## config.mk

```make
export PLATFORM = sky130hd
export DESIGN_NAME = peak_rms_level_meter
export DESIGN_NICKNAME = d
export VERILOG_FILES = /design/src/hw/rtl/plr_pkg.sv /design/src/hw/rtl/plr_front.sv /design/src/hw/rtl/plr_queue.sv /design/src/hw/rtl/plr_rms_unit.sv /design/src/hw/rtl/plr_back.sv /design/src/hw/rtl/peak_rms_level_meter.sv
export SDC_FILE = /design/constraint.sdc
export NUM_CORES = 2
export LEC_CHECK = 0
export BUFFER_PORTS_ARGS = -buffer_cell sky130_fd_sc_hd__buf_2
export CAP_MARGIN = 10
export CORE_AREA = 2 2 301 332
export DETAILED_ROUTE_END_ITERATION = 8
export DIE_AREA = 0 0 303 334
export SLEW_MARGIN = 15
export SYNTH_ARGS = -nofsm -noshare
export SYNTH_HDL_FRONTEND = slang
export SYNTH_SLANG_ARGS = --single-unit
```

## constraint.sdc

```tcl
create_clock -name i_clk -period 9.05 [get_ports i_clk]
set_input_delay 1.3575 -clock i_clk [delete_from_list [all_inputs] [get_ports i_clk]]
set_output_delay 1.3575 -clock i_clk [all_outputs]
set_load 0.01 [all_outputs]
```

## src/hw/rtl/plr_pkg.sv

```systemverilog
package plr_pkg;

    // Sample and accumulator widths that the port list fixes.
    localparam int SAMPLE_BITS = 16;
    localparam int PEAK_W      = SAMPLE_BITS - 1;
    localparam int SQ_W        = 2 * SAMPLE_BITS - 1;
    localparam int SUM_W       = 43;
    localparam int X_W         = SUM_W + 1;
    localparam int ROOT_W      = X_W / 2;
    localparam int RREM_W      = ROOT_W + 2;
    localparam int CH_W        = 3;
    localparam int CFG_W       = 4;
    localparam int RMS_W       = 16;
    localparam int STEP_W      = 6;

    // Reset value of the channel count register.
    localparam logic [CFG_W-1:0] CHANNEL_COUNT_RESET = 4'd2;

    // Depth of the queue between the front and the back.
    localparam int QUEUE_DEPTH = 2;

    // Result kinds.
    localparam logic KIND_SAMPLE = 1'b0;
    localparam logic KIND_REPORT = 1'b1;

    // One classified sample as it travels from the front to the back.
    typedef struct packed {
        logic [SAMPLE_BITS-1:0] sample;
        logic [CH_W-1:0]        channel;
        logic                   eob;
        logic                   in_range;
        logic                   frame_done;
        logic [CFG_W-1:0]       nch;
        logic [SQ_W-1:0]        square;
    } t_cmd;

    // One result word.
    typedef struct packed {
        logic                   kind;
        logic [SAMPLE_BITS-1:0] sample_out;
        logic [CH_W-1:0]        report_channel;
        logic [PEAK_W-1:0]      peak_level;
        logic [RMS_W-1:0]       rms_level;
        logic                   last;
    } t_result;

    typedef enum logic [1:0] {
        BK_IDLE,
        BK_START,
        BK_WAIT,
        BK_EMIT
    } t_back_state;

    typedef enum logic [1:0] {
        RMS_IDLE,
        RMS_DIV,
        RMS_ROOT,
        RMS_DONE
    } t_rms_state;

endpackage

```

## src/hw/rtl/plr_front.sv

```systemverilog
module plr_front #(
    parameter int MAX_CHANNELS = 8
) (
    input  logic                           i_clk,
    input  logic                           i_rst_n,
    input  logic                           i_cfg_valid,
    output logic                           o_cfg_ready,
    input  logic [plr_pkg::CFG_W-1:0]      i_cfg_data,
    input  logic                           i_push,
    input  logic [plr_pkg::SAMPLE_BITS-1:0] i_sample,
    input  logic [plr_pkg::CH_W-1:0]       i_channel,
    input  logic                           i_end_of_block,
    output logic                           o_q_push,
    output plr_pkg::t_cmd                  o_q_data
);
    import plr_pkg::*;

    logic [CFG_W-1:0]       r_channel_count;
    logic [CFG_W-1:0]       nch;
    logic [SAMPLE_BITS-1:0] mag;
    logic [SQ_W-1:0]        square;
    logic                   in_range;

    // The channel count register is always ready for a write.
    assign o_cfg_ready = 1'b1;

    always_ff @(posedge i_clk) begin
        if (!i_rst_n) begin
            r_channel_count <= CHANNEL_COUNT_RESET;
        end else if (i_cfg_valid) begin
            r_channel_count <= i_cfg_data;
        end
    end

    // Clamp the programmed count into the range of channels the block has.
    always_comb begin
        priority if (r_channel_count == '0) begin
            nch = CFG_W'(1);
        end else if (r_channel_count > CFG_W'(MAX_CHANNELS)) begin
            nch = CFG_W'(MAX_CHANNELS);
        end else begin
            nch = r_channel_count;
        end
    end

    // Magnitude and square of the sample; the most negative code squares to 2^30.
    assign mag    = i_sample[SAMPLE_BITS-1] ? (~i_sample + SAMPLE_BITS'(1)) : i_sample;
    assign square = SQ_W'(mag) * SQ_W'(mag);

    assign in_range = ({1'b0, i_channel} < nch);

    // Classify the word and hand it to the queue.
    assign o_q_push = i_push;
    always_comb begin
        o_q_data.sample     = i_sample;
        o_q_data.channel    = i_channel;
        o_q_data.eob        = i_end_of_block;
        o_q_data.in_range   = in_range;
        o_q_data.frame_done = in_range &&
                              (({1'b0, i_channel} == nch - CFG_W'(1)) || i_end_of_block);
        o_q_data.nch        = nch;
        o_q_data.square     = square;
    end

endmodule

```

## src/hw/rtl/plr_queue.sv

```systemverilog
module plr_queue (
    input  logic          i_clk,
    input  logic          i_rst_n,
    input  logic          i_push,
    input  plr_pkg::t_cmd i_data,
    output logic          o_full,
    input  logic          i_pop,
    output logic          o_empty,
    output plr_pkg::t_cmd o_data
);
    import plr_pkg::*;

    localparam int PTR_W = (QUEUE_DEPTH > 1) ? $clog2(QUEUE_DEPTH) : 1;
    localparam int CNT_W = $clog2(QUEUE_DEPTH + 1);

    t_cmd             r_entry [QUEUE_DEPTH];
    logic [PTR_W-1:0] r_wr_ptr;
    logic [PTR_W-1:0] r_rd_ptr;
    logic [CNT_W-1:0] r_count;
    logic             do_push;
    logic             do_pop;

    assign o_full  = (r_count == CNT_W'(QUEUE_DEPTH));
    assign o_empty = (r_count == '0);
    assign do_push = i_push && !o_full;
    assign do_pop  = i_pop && !o_empty;
    assign o_data  = r_entry[r_rd_ptr];

    // Pointers wrap at the queue depth.
    always_ff @(posedge i_clk) begin
        if (!i_rst_n) begin
            r_wr_ptr <= '0;
            r_rd_ptr <= '0;
            r_count  <= '0;
        end else begin
            if (do_push) begin
                r_wr_ptr <= (r_wr_ptr == PTR_W'(QUEUE_DEPTH - 1)) ? '0 : r_wr_ptr + PTR_W'(1);
            end
            if (do_pop) begin
                r_rd_ptr <= (r_rd_ptr == PTR_W'(QUEUE_DEPTH - 1)) ? '0 : r_rd_ptr + PTR_W'(1);
            end
            r_count <= r_count + CNT_W'(do_push) - CNT_W'(do_pop);
        end
    end

    // Entry storage.
    always_ff @(posedge i_clk) begin
        if (do_push) begin
            r_entry[r_wr_ptr] <= i_data;
        end
    end

endmodule

```

## src/hw/rtl/plr_rms_unit.sv

```systemverilog
module plr_rms_unit #(
    parameter int FC_W = 13
) (
    input  logic                        i_clk,
    input  logic                        i_rst_n,
    input  logic                        i_start,
    input  logic [plr_pkg::SUM_W-1:0]   i_sum,
    input  logic [FC_W-1:0]             i_frames,
    output logic                        o_done,
    output logic [plr_pkg::RMS_W-1:0]   o_rms
);
    import plr_pkg::*;

    t_rms_state        r_state;
    t_rms_state        n_state;
    logic [STEP_W-1:0] r_step;
    logic [X_W-1:0]    r_x;
    logic [FC_W-1:0]   r_div;
    logic [FC_W-1:0]   r_drem;
    logic [RREM_W-1:0] r_rrem;
    logic [ROOT_W-1:0] r_root;
    logic              last_step;

    // Division step: shift in one dividend bit and try a subtract.
    logic [FC_W:0]     drem_sh;
    logic              div_ge;
    logic [FC_W:0]     drem_sub;

    // Root step: bring down two bits and try the odd trial value.
    logic [RREM_W+1:0] rrem_sh;
    logic [RREM_W+1:0] trial;
    logic              root_ge;
    logic [RREM_W+1:0] rrem_sub;

    assign drem_sh  = {r_drem, r_x[SUM_W-1]};
    assign div_ge   = (drem_sh >= {1'b0, r_div});
    assign drem_sub = drem_sh - {1'b0, r_div};

    assign rrem_sh  = {r_rrem, r_x[X_W-1:X_W-2]};
    assign trial    = (RREM_W+2)'({r_root, 2'b01});
    assign root_ge  = (rrem_sh >= trial);
    assign rrem_sub = rrem_sh - trial;

    always_comb begin
        unique case (r_state)
            RMS_DIV:  last_step = (r_step == STEP_W'(SUM_W - 1));
            RMS_ROOT: last_step = (r_step == STEP_W'(ROOT_W - 1));
            default:  last_step = 1'b0;
        endcase
    end

    // Next state.
    always_comb begin
        n_state = r_state;
        unique case (r_state)
            RMS_IDLE, RMS_DONE: begin
                if (i_start) begin
                    n_state = (i_frames == '0) ? RMS_DONE : RMS_DIV;
                end
            end
            RMS_DIV: begin
                if (last_step) begin
                    n_state = RMS_ROOT;
                end
            end
            RMS_ROOT: begin
                if (last_step) begin
                    n_state = RMS_DONE;
                end
            end
            default: n_state = RMS_IDLE;
        endcase
    end

    // Outputs.
    always_comb begin
        o_done = (r_state == RMS_DONE);
        o_rms  = r_root[RMS_W-1:0];
    end

    always_ff @(posedge i_clk) begin
        if (!i_rst_n) begin
            r_state <= RMS_IDLE;
            r_step  <= '0;
        end else begin
            r_state <= n_state;
            if (i_start || last_step) begin
                r_step <= '0;
            end else if (r_state == RMS_DIV || r_state == RMS_ROOT) begin
                r_step <= r_step + STEP_W'(1);
            end
        end
    end

    // Quotient forms in the low bits of r_x, then the root consumes it two bits a step.
    always_ff @(posedge i_clk) begin
        if (i_start) begin
            r_x    <= {1'b0, i_sum};
            r_div  <= i_frames;
            r_drem <= '0;
            r_rrem <= '0;
            r_root <= '0;
        end else if (r_state == RMS_DIV) begin
            r_drem           <= div_ge ? drem_sub[FC_W-1:0] : drem_sh[FC_W-1:0];
            r_x[SUM_W-1:0]   <= {r_x[SUM_W-2:0], div_ge};
        end else if (r_state == RMS_ROOT) begin
            r_rrem <= root_ge ? rrem_sub[RREM_W-1:0] : rrem_sh[RREM_W-1:0];
            r_root <= {r_root[ROOT_W-2:0], root_ge};
            r_x    <= {r_x[X_W-3:0], 2'b00};
        end
    end

endmodule

```

## src/hw/rtl/plr_back.sv

```systemverilog
module plr_back #(
    parameter int MAX_CHANNELS = 8,
    parameter int MAX_FRAMES   = 4096,
    parameter int FC_W         = 13
) (
    input  logic             i_clk,
    input  logic             i_rst_n,
    input  logic             i_q_empty,
    input  plr_pkg::t_cmd    i_q_data,
    output logic             o_q_pop,
    input  logic             i_pop,
    output logic             o_valid,
    output plr_pkg::t_result o_result
);
    import plr_pkg::*;

    localparam int CH_IDX_W = (MAX_CHANNELS > 1) ? $clog2(MAX_CHANNELS) : 1;

    t_back_state         r_state;
    t_back_state         n_state;
    logic [PEAK_W-1:0]   r_peak [MAX_CHANNELS];
    logic [SUM_W-1:0]    r_sum  [MAX_CHANNELS];
    logic [FC_W-1:0]     r_frames;
    logic [CH_W-1:0]     r_idx;
    logic [CFG_W-1:0]    r_nch;
    logic                r_out_valid;
    t_result             r_out;

    logic                can_emit;
    logic                fire;
    logic                meter_en;
    logic                emit_report;
    logic                rms_start;
    logic                rms_done;
    logic [RMS_W-1:0]    rms_value;
    logic                report_last;
    logic [CH_IDX_W-1:0] addr;
    logic [PEAK_W-1:0]   peak_rd;
    logic [SUM_W-1:0]    sum_rd;
    logic [SUM_W:0]      sum_add;
    logic [SUM_W-1:0]    sum_sat;
    logic                peak_up;

    // The output register takes a word when it is empty or being drained.
    assign can_emit    = !r_out_valid || i_pop;
    assign report_last = (r_idx == CH_W'(r_nch - CFG_W'(1)));

    // One store address: the sample's channel while metering, the report index after.
    assign addr    = (r_state == BK_IDLE) ? i_q_data.channel[CH_IDX_W-1:0]
                                          : r_idx[CH_IDX_W-1:0];
    assign peak_rd = r_peak[addr];
    assign sum_rd  = r_sum[addr];

    // Saturating accumulate and signed peak update.
    assign sum_add = {1'b0, sum_rd} + (SUM_W+1)'(i_q_data.square);
    assign sum_sat = sum_add[SUM_W] ? {SUM_W{1'b1}} : sum_add[SUM_W-1:0];
    assign peak_up = !i_q_data.sample[SAMPLE_BITS-1] &&
                     (i_q_data.sample[PEAK_W-1:0] > peak_rd);

    // Next state.
    always_comb begin
        n_state = r_state;
        unique case (r_state)
            BK_IDLE: begin
                if (!i_q_empty && can_emit && i_q_data.eob) begin
                    n_state = BK_START;
                end
            end
            BK_START: n_state = BK_WAIT;
            BK_WAIT: begin
                if (rms_done) begin
                    n_state = BK_EMIT;
                end
            end
            BK_EMIT: begin
                if (can_emit) begin
                    n_state = report_last ? BK_IDLE : BK_START;
                end
            end
            default: n_state = BK_IDLE;
        endcase
    end

    // Outputs of the sequencer.
    always_comb begin
        fire        = 1'b0;
        emit_report = 1'b0;
        rms_start   = 1'b0;
        unique case (r_state)
            BK_IDLE:  fire        = !i_q_empty && can_emit;
            BK_START: rms_start   = 1'b1;
            BK_EMIT:  emit_report = can_emit;
            default: begin
                fire = 1'b0;
            end
        endcase
    end

    assign o_q_pop  = fire;
    assign meter_en = fire && i_q_data.in_range;

    plr_rms_unit #(
        .FC_W(FC_W)
    ) u_rms (
        .i_clk    (i_clk),
        .i_rst_n  (i_rst_n),
        .i_start  (rms_start),
        .i_sum    (sum_rd),
        .i_frames (r_frames),
        .o_done   (rms_done),
        .o_rms    (rms_value)
    );

    // Sequencer and per-channel level state.
    always_ff @(posedge i_clk) begin
        if (!i_rst_n) begin
            r_state  <= BK_IDLE;
            r_frames <= '0;
            r_idx    <= '0;
            r_nch    <= '0;
            for (int i = 0; i < MAX_CHANNELS; i++) begin
                r_peak[i] <= '0;
                r_sum[i]  <= '0;
            end
        end else begin
            r_state <= n_state;
            if (meter_en) begin
                r_sum[addr] <= sum_sat;
                if (peak_up) begin
                    r_peak[addr] <= i_q_data.sample[PEAK_W-1:0];
                end
                if (i_q_data.frame_done && (r_frames < FC_W'(MAX_FRAMES))) begin
                    r_frames <= r_frames + FC_W'(1);
                end
            end
            if (fire) begin
                r_idx <= '0;
                r_nch <= i_q_data.nch;
            end
            if (emit_report) begin
                r_sum[addr] <= '0;
                r_idx       <= r_idx + CH_W'(1);
                if (report_last) begin
                    r_frames <= '0;
                end
            end
        end
    end

    // Output word valid flag.
    always_ff @(posedge i_clk) begin
        if (!i_rst_n) begin
            r_out_valid <= 1'b0;
        end else if (fire || emit_report) begin
            r_out_valid <= 1'b1;
        end else if (i_pop) begin
            r_out_valid <= 1'b0;
        end
    end

    // Output word payload.
    always_ff @(posedge i_clk) begin
        if (fire) begin
            r_out.kind           <= KIND_SAMPLE;
            r_out.sample_out     <= i_q_data.sample;
            r_out.report_channel <= '0;
            r_out.peak_level     <= '0;
            r_out.rms_level      <= '0;
            r_out.last           <= !i_q_data.eob;
        end else if (emit_report) begin
            r_out.kind           <= KIND_REPORT;
            r_out.sample_out     <= '0;
            r_out.report_channel <= r_idx;
            r_out.peak_level     <= peak_rd;
            r_out.rms_level      <= rms_value;
            r_out.last           <= report_last;
        end
    end

    assign o_valid  = r_out_valid;
    assign o_result = r_out;

endmodule

```

## src/hw/rtl/peak_rms_level_meter.sv

```systemverilog
// Peak and RMS level meter for interleaved signed Q1.15 audio. Every sample word
// pushed in comes back out as a passthrough word; per channel the block keeps a
// peak since reset and a sum of squares over the current block. A sample flagged
// end_of_block is metered first, and is then followed by one report word per
// active channel, in channel order, carrying the peak and floor(sqrt(sum/frames)),
// after which the sums and the frame count clear. A two-word queue sits between
// the input side and the metering sequencer, so samples are taken while a result
// waits. The sequencer takes a new plain sample whenever its output can take a
// word. Each report runs one shared unit through a restoring divide, one
// quotient bit a cycle, and a square root, two bits a cycle, so an end-of-block
// sample holds off the next sample until every active channel has reported. The
// channel_count register takes 0 as 1 and clamps values above MAX_CHANNELS.
module peak_rms_level_meter #(
    parameter int MAX_CHANNELS = 8,
    parameter int MAX_FRAMES   = 4096
) (
    input  logic                            i_clk,
    input  logic                            i_rst_n,
    input  logic                            i_cfg_valid,
    output logic                            o_cfg_ready,
    input  logic [plr_pkg::CFG_W-1:0]       i_cfg_data,
    input  logic                            push,
    output logic                            full,
    input  logic [plr_pkg::SAMPLE_BITS-1:0] i_sample,
    input  logic [plr_pkg::CH_W-1:0]        i_channel,
    input  logic                            i_end_of_block,
    output logic                            empty,
    input  logic                            pop,
    output logic                            o_kind,
    output logic [plr_pkg::SAMPLE_BITS-1:0] o_sample_out,
    output logic [plr_pkg::CH_W-1:0]        o_report_channel,
    output logic [plr_pkg::PEAK_W-1:0]      o_peak_level,
    output logic [plr_pkg::RMS_W-1:0]       o_rms_level,
    output logic                            o_last
);
    import plr_pkg::*;

    localparam int FC_W = $clog2(MAX_FRAMES + 1);

    logic    q_push;
    t_cmd    q_in;
    logic    q_full;
    logic    q_pop;
    logic    q_empty;
    t_cmd    q_out;
    logic    out_valid;
    t_result result;

    plr_front #(
        .MAX_CHANNELS(MAX_CHANNELS)
    ) u_front (
        .i_clk          (i_clk),
        .i_rst_n        (i_rst_n),
        .i_cfg_valid    (i_cfg_valid),
        .o_cfg_ready    (o_cfg_ready),
        .i_cfg_data     (i_cfg_data),
        .i_push         (push),
        .i_sample       (i_sample),
        .i_channel      (i_channel),
        .i_end_of_block (i_end_of_block),
        .o_q_push       (q_push),
        .o_q_data       (q_in)
    );

    plr_queue u_queue (
        .i_clk   (i_clk),
        .i_rst_n (i_rst_n),
        .i_push  (q_push),
        .i_data  (q_in),
        .o_full  (q_full),
        .i_pop   (q_pop),
        .o_empty (q_empty),
        .o_data  (q_out)
    );

    plr_back #(
        .MAX_CHANNELS(MAX_CHANNELS),
        .MAX_FRAMES  (MAX_FRAMES),
        .FC_W        (FC_W)
    ) u_back (
        .i_clk     (i_clk),
        .i_rst_n   (i_rst_n),
        .i_q_empty (q_empty),
        .i_q_data  (q_out),
        .o_q_pop   (q_pop),
        .i_pop     (pop),
        .o_valid   (out_valid),
        .o_result  (result)
    );

    // Queue-style status toward both neighbors.
    assign full  = q_full;
    assign empty = !out_valid;

    assign o_kind           = result.kind;
    assign o_sample_out     = result.sample_out;
    assign o_report_channel = result.report_channel;
    assign o_peak_level     = result.peak_level;
    assign o_rms_level      = result.rms_level;
    assign o_last           = result.last;

endmodule

```

### Word level (Yosys, flattened, before mapping)

Memory sizes are Yosys's and may differ from the RTL's. A register that Yosys moved wholly into a read port is not among the register bits.
Index checks and enable logic that the tools add are counted.

* $add $sub $neg: 13
* $mul: 1
* magnitude comparators: 6
* equal/unequal tests: 17
* mux-type cells: 58
* bitwise logic cells: 4
* reductions and logical operators: 33

Operators with widths (count)
* $mux W43: 5
* $mux W51: 2
* $mux W13: 5
* $add A43 B31 Y44: 1
* $mux W44: 1
* $reduce_or A43 Y1: 1
* $mul A16 B16 Y31: 1
* $ge A26 B24 Y1: 1
* $mux W1: 25
* $mux W24: 1
* $sub A24 B24 Y24: 1
* $add A16 B1 Y16 const B: 1
* $mux W16: 1
* $not A16 Y16: 1
* $gt A15 B15 Y1: 1
* $mux W15: 1
* $mux W3: 5
* $reduce_or A15 Y1: 1
* $ge A14 B13 Y1: 1
* $mux W2: 7
* $add A13 B1 Y13 const B: 1
* $logic_not A13 Y1: 1
* $lt A13 B13 Y1 const B: 1
* $sub A13 B13 Y13: 1
* other kinds (33): 65

* register bits after elaboration: 206
* bits in writable memories: 578
* memories kept: 3

Memory list
* u_back.r_sum: words 8, bits a word 43, rd ports 1, clocked after memory_dff 0, wr ports 8, line plr_back.sv:22 `logic [SUM_W-1:0] r_sum [MAX_CHANNELS];`
* u_back.r_peak: words 8, bits a word 15, rd ports 1, clocked after memory_dff 0, wr ports 8, line plr_back.sv:21 `logic [PEAK_W-1:0] r_peak [MAX_CHANNELS];`
* u_queue.r_entry: words 2, bits a word 57, rd ports 1, clocked after memory_dff 1, wr ports 1, line plr_queue.sv:16 `t_cmd r_entry [QUEUE_DEPTH];`

### Longest topological paths before layout

* word-level depth: 11
* gate-level depth with buffers: 32
* gate-level depth less buffers: 31

### Hierarchy

A second synthesis with hierarchy kept.

* cells, all modules: 4161
* area total of the unflattened synthesis: 45363.5 µm²

By module, submodules not included
* plr_back: instances 1, cells each 2198, area an instance 25366.8 µm²
* plr_front: instances 1, cells each 903, area an instance 7858.8 µm²
* plr_rms_unit: instances 1, cells each 855, area an instance 7667.4 µm²
* plr_queue: instances 1, cells each 204, area an instance 4466.8 µm²
* peak_rms_level_meter: instances 1, cells each 1, area an instance 3.8 µm²

### Worst setup path after synthesis

OpenSTA, ideal clock, no wires.

* path type: in2reg
* start: input i_sample[5] in the netlist's numbering
* end: memory u_queue.r_entry[0][29] in the netlist's numbering (data pin)
* library setup time: 0.262 ns
* arrival time: 8.806 ns
* data required time: 8.788 ns
* path slack: -0.018 ns
* cell stages on the path: 28
* path buffers: 0
* path through: or4_1 -> nor4_1 -> nand2b_1 -> or2_2 -> o21ai_0 -> xnor2_1 -> clkinv_1 -> nor2_1 -> inv_1 -> fa_1 -> fa_1 -> inv_1 -> ha_1 -> fa_1 -> fa_1 -> inv_1 -> fa_1 -> inv_1 -> ha_1 -> a2111o_1 -> a211oi_1 -> a21boi_0 -> a211oi_1 -> o41ai_1 -> o2111ai_1 -> a31o_2 -> a21oi_1 -> xnor2_1

RTL lines
* start, declared: line peak_rms_level_meter.sv:24 `input logic [plr_pkg::SAMPLE_BITS-1:0] i_sample,`
* end, declared: line plr_queue.sv:16

==> run_results.csv <==
group,metric,value,unit
run_status,outcome,"finished with violations",
run_status,violations,"design-rule violations",
grt,globalRouteOverflowTotal,0,
critical_path,reg2reg_depth,20,
layout,area_delta_synth_final,12.1,%
logic_synthesis,syn-cell-area,43700,µm²
sta,fmax,118,MHz
floorplanning,die_h,334,µm
floorplanning,die-area,101000,µm²
sta,hold_viol,0,
logic_synthesis,ys_ff_latch,779,
critical_path,r2r_start,"u_back.r_state[0]",
grt,gr-usage-met2,41.7,%
grt,grt_pass1_vias,31416,
cts,numCtsBuffers,86,
placed_design,hpwl,79500,µm
sta,final_max_slew_viol_count,0,
layout,finalNonFillerCells,5468,
floorplanning,start_util,44.5,%
critical_path,cp_top_family,"adder cells",
floorplanning,io_pins,84,
detailed_routing,wl,123000,µm
logic_synthesis,syn_area_per_cell,11.0,µm²
sta,rsz0062_at_grt,"false",
critical_path,critical-path-max-stage-delay,0.55,ns
floorplanning,die_x,303,µm
critical_path,cp_slowest_cell,"fa_1",
logic_synthesis,ys_warn_count,0,
sta,finalCritPeriodShare,94.0,%
layout,final_common_cell,"edfxtp_1",
grt,met1_usage,31.4,%
critical_path,r2r_end,"u_back.r_sum[1][27]",
sta,fin_tns_setup,0,ns
logic_synthesis,synth_cell_type_count,93,
grt,use_met3,3.44,%
placed_design,gp_congestion,0.869,
critical_path,cp_max_fo,4,
detailed_routing,wire_per_inst,22.5,µm
sta,period_minus_slack,8.51,ns
critical_path,critPathKind,"in2reg",
grt,grt_usage,24.3,%
detailed_routing,post-route-drc-count,5,
sta,skew,0.0492,ns
detailed_routing,dr.pass1.iters,8,
placed_design,numPortBuffers,82,
logic_synthesis,async_flop_share,0,%
layout,drive_gt1_share,11.7,%
logic_synthesis,synthCells,3983,
cts,cts_root_buf,"clkbuf_16",
grt,top_usage_layer,"met2",
logic_synthesis,synth-edff-count,645,
sta,tightestPinTransition,1.16,ns
critical_path,end_kind,"flop",
cts,postCtsHoldBufs,0,
detailed_routing,vias,31515,
floorplanning,placementRows,121,
floorplanning,coreArea,98300,µm²
run,cap_violations,0,
grt,grt_max_degree,81,
worst_hold_path,min_to,"u_back.o_result[15]",
critical_path,rrSetupSlack,1.49,ns
detailed_routing,ant_nets,0,
critical_path,arrival,8.91,ns
cts,insertion_delay,0.69,ns
grt,grt_pass1_wl,188000,µm
critical_path,cp-start-kind,"primary input",
worst_hold_path,min_path_type,"reg2reg",
layout,nNetsFinal,4502,
sta,setup_viol,0,
logic_synthesis,ys_seq_area_share,50.4,%
layout,num_antenna_cells,0,
worst_hold_path,hold_depth,2,
critical_path,worst_path_most_repeated_cell,"fa_1",
sta,slew_headroom,22.0,%
logic_synthesis,ys.flop_type,"edfxtp_1",
cts,cts_max_path_buffers,3,
worst_hold_path,hp-start,"u_back.o_result[15]",
placed_design,place_inst,5312,
grt,antenna_found_initial,0,
critical_path,required,9.45,ns
cts,cts_tree,"yes",
cts,clk_pin_slew,0.05,ns
cts,cts_sinks,779,
detailed_routing,vias_per_cell,5.76,
layout,final_cell_mix,"edfxtp_1 (645), nor2_1 (546), inv_1 (356)",
detailed_routing,drt_iter0_markers,2865,
critical_path,crit_buf_inv,8,
cts,cts_max_level,3,
[sequential cells by signal, indices dropped and copies added, names as in the netlist, 6 cells and up, named ones only]
register	cells
u_back.u_rms.r_x	44
u_back.r_sum	344
u_back.o_result	52
u_back.u_rms.r_root	22
u_back.u_rms.r_div	13
u_queue.r_entry	108
u_back.u_rms.r_step	6
u_back.u_rms.r_drem	13
u_back.r_peak	120
u_back.u_rms.r_rrem	24
u_back.r_frames	13
[cell families after synthesis]
kind of cell | synth area share, %
and+or+nand+nor | 13.3
DFF | 50.4
AOI/OAI and AO/OA | 12.4
buffers and inverters | 4.99
adders and majority gates | 13.2
muxes | 3.26
xor gates and xnor gates | 2.34
other | 0.0172
[worst max path at each step]
stage                           start                      to  slack (ns)  depth (start not counted)
after floorplan           i_sample[5]  u_queue.r_entry[0][29]        0.02                         25
after global placement    i_sample[5]  u_queue.r_entry[0][29]       -0.02                         31
after detailed placement  i_sample[5]  u_queue.r_entry[0][29]       -0.08                         31
after CTS                 i_sample[5]  u_queue.r_entry[0][29]        0.56                         31
after global routing      i_sample[5]  u_queue.r_entry[0][29]        0.03                         31
final                     i_sample[5]  u_queue.r_entry[0][29]        0.54                         31
[worst reg2reg max path, cell delays in order, from the launching register on]
cell	delay [ns]
dfxtp_1	0.37
inv_1	0.15
ha_1	0.25
buf_4	0.31
nor2_1	0.14
a21oi_4	0.47
nand2_1	0.48
nor2_4	0.96
a22oi_1	0.18
nand4b_1	0.23
ha_1	0.23
nand2_1	0.12
or4_1	0.62
a41oi_2	0.43
o31ai_2	0.19
a2111oi_4	0.76
o211ai_2	0.22
a211oi_4	0.29
buf_4	0.52
a21oi_1	0.34
nor2_1	0.18
[layout make-up]
cell class / count / area, µm²
clock buffers: 116 / 2300
clock inverters: 39 / 362
fillers: 8857 / 49300
flip-flops and latches: 779 / 22100
multi-input cells: 2652 / 19800
well taps: 1291 / 1620
repair buffers: 228 / 1520
inverters: 363 / 1360
[repair_timing]
item,4_1_cts,5_1_grt
endpoints found under the setup margin,0,2
setup buffers,0,0
resized for setup,0,1
[cell usage after synthesis (all sizes together), types with 7 or more instances]
cell | number | area [µm²]
o21bai | 10 | 75.1
clkbuf | 157 | 589
a221oi | 59 | 523
nand2b | 18 | 113
mux2i | 89 | 895
a22oi | 117 | 883
nand3 | 52 | 260
nor2b | 15 | 93.8
ha | 197 | 2460
a21o | 64 | 480
a31oi | 14 | 87.6
a221o | 30 | 300
xnor2 | 82 | 718
nor4 | 11 | 83.8
a21boi | 11 | 82.6
o31ai | 10 | 80.1
o211a | 7 | 70.1
inv | 357 | 1340
nand4 | 35 | 219
and2 | 27 | 169
buf | 42 | 231
a311oi | 17 | 149
nand2 | 249 | 935
a22o | 22 | 193
nor2 | 586 | 2330
mux2 | 39 | 439
a211oi | 42 | 320
a21oi | 128 | 648
xor2 | 35 | 307
or3 | 10 | 62.6
fa | 166 | 3320
dfxtp | 134 | 2680
nor3 | 186 | 951
o21ai | 103 | 515
o21a | 44 | 330
nor3b | 10 | 75.1
and3 | 50 | 313
o211ai | 13 | 103
edfxtp | 645 | 19400
[per-layer routing]
metal  up-vias  routed length [µm]
li1      14527                   -
met3       199                8560
met2      1093               61300
met1     15696               49300
met5         -                   0
met4         0                3750
[per-stage QoR]
stage	setup WS, ns	util [%]	hold WS [ns]	cell area [µm²]
after CTS	0.564	49.8	0.452	49000
after global routing	0.0274	49.9	0.473	49000
after detailed placement	-0.0845	47.1	0.445	46300
after floorplan	0.0229	-	0.454	43800
after global placement	-0.0206	47.1	0.440	46300
final	0.540	49.9	0.448	49000
Power is left out: the tool's default activity adds up to more than one toggle a clock period on the data nets, which glitch-free logic cannot reach.
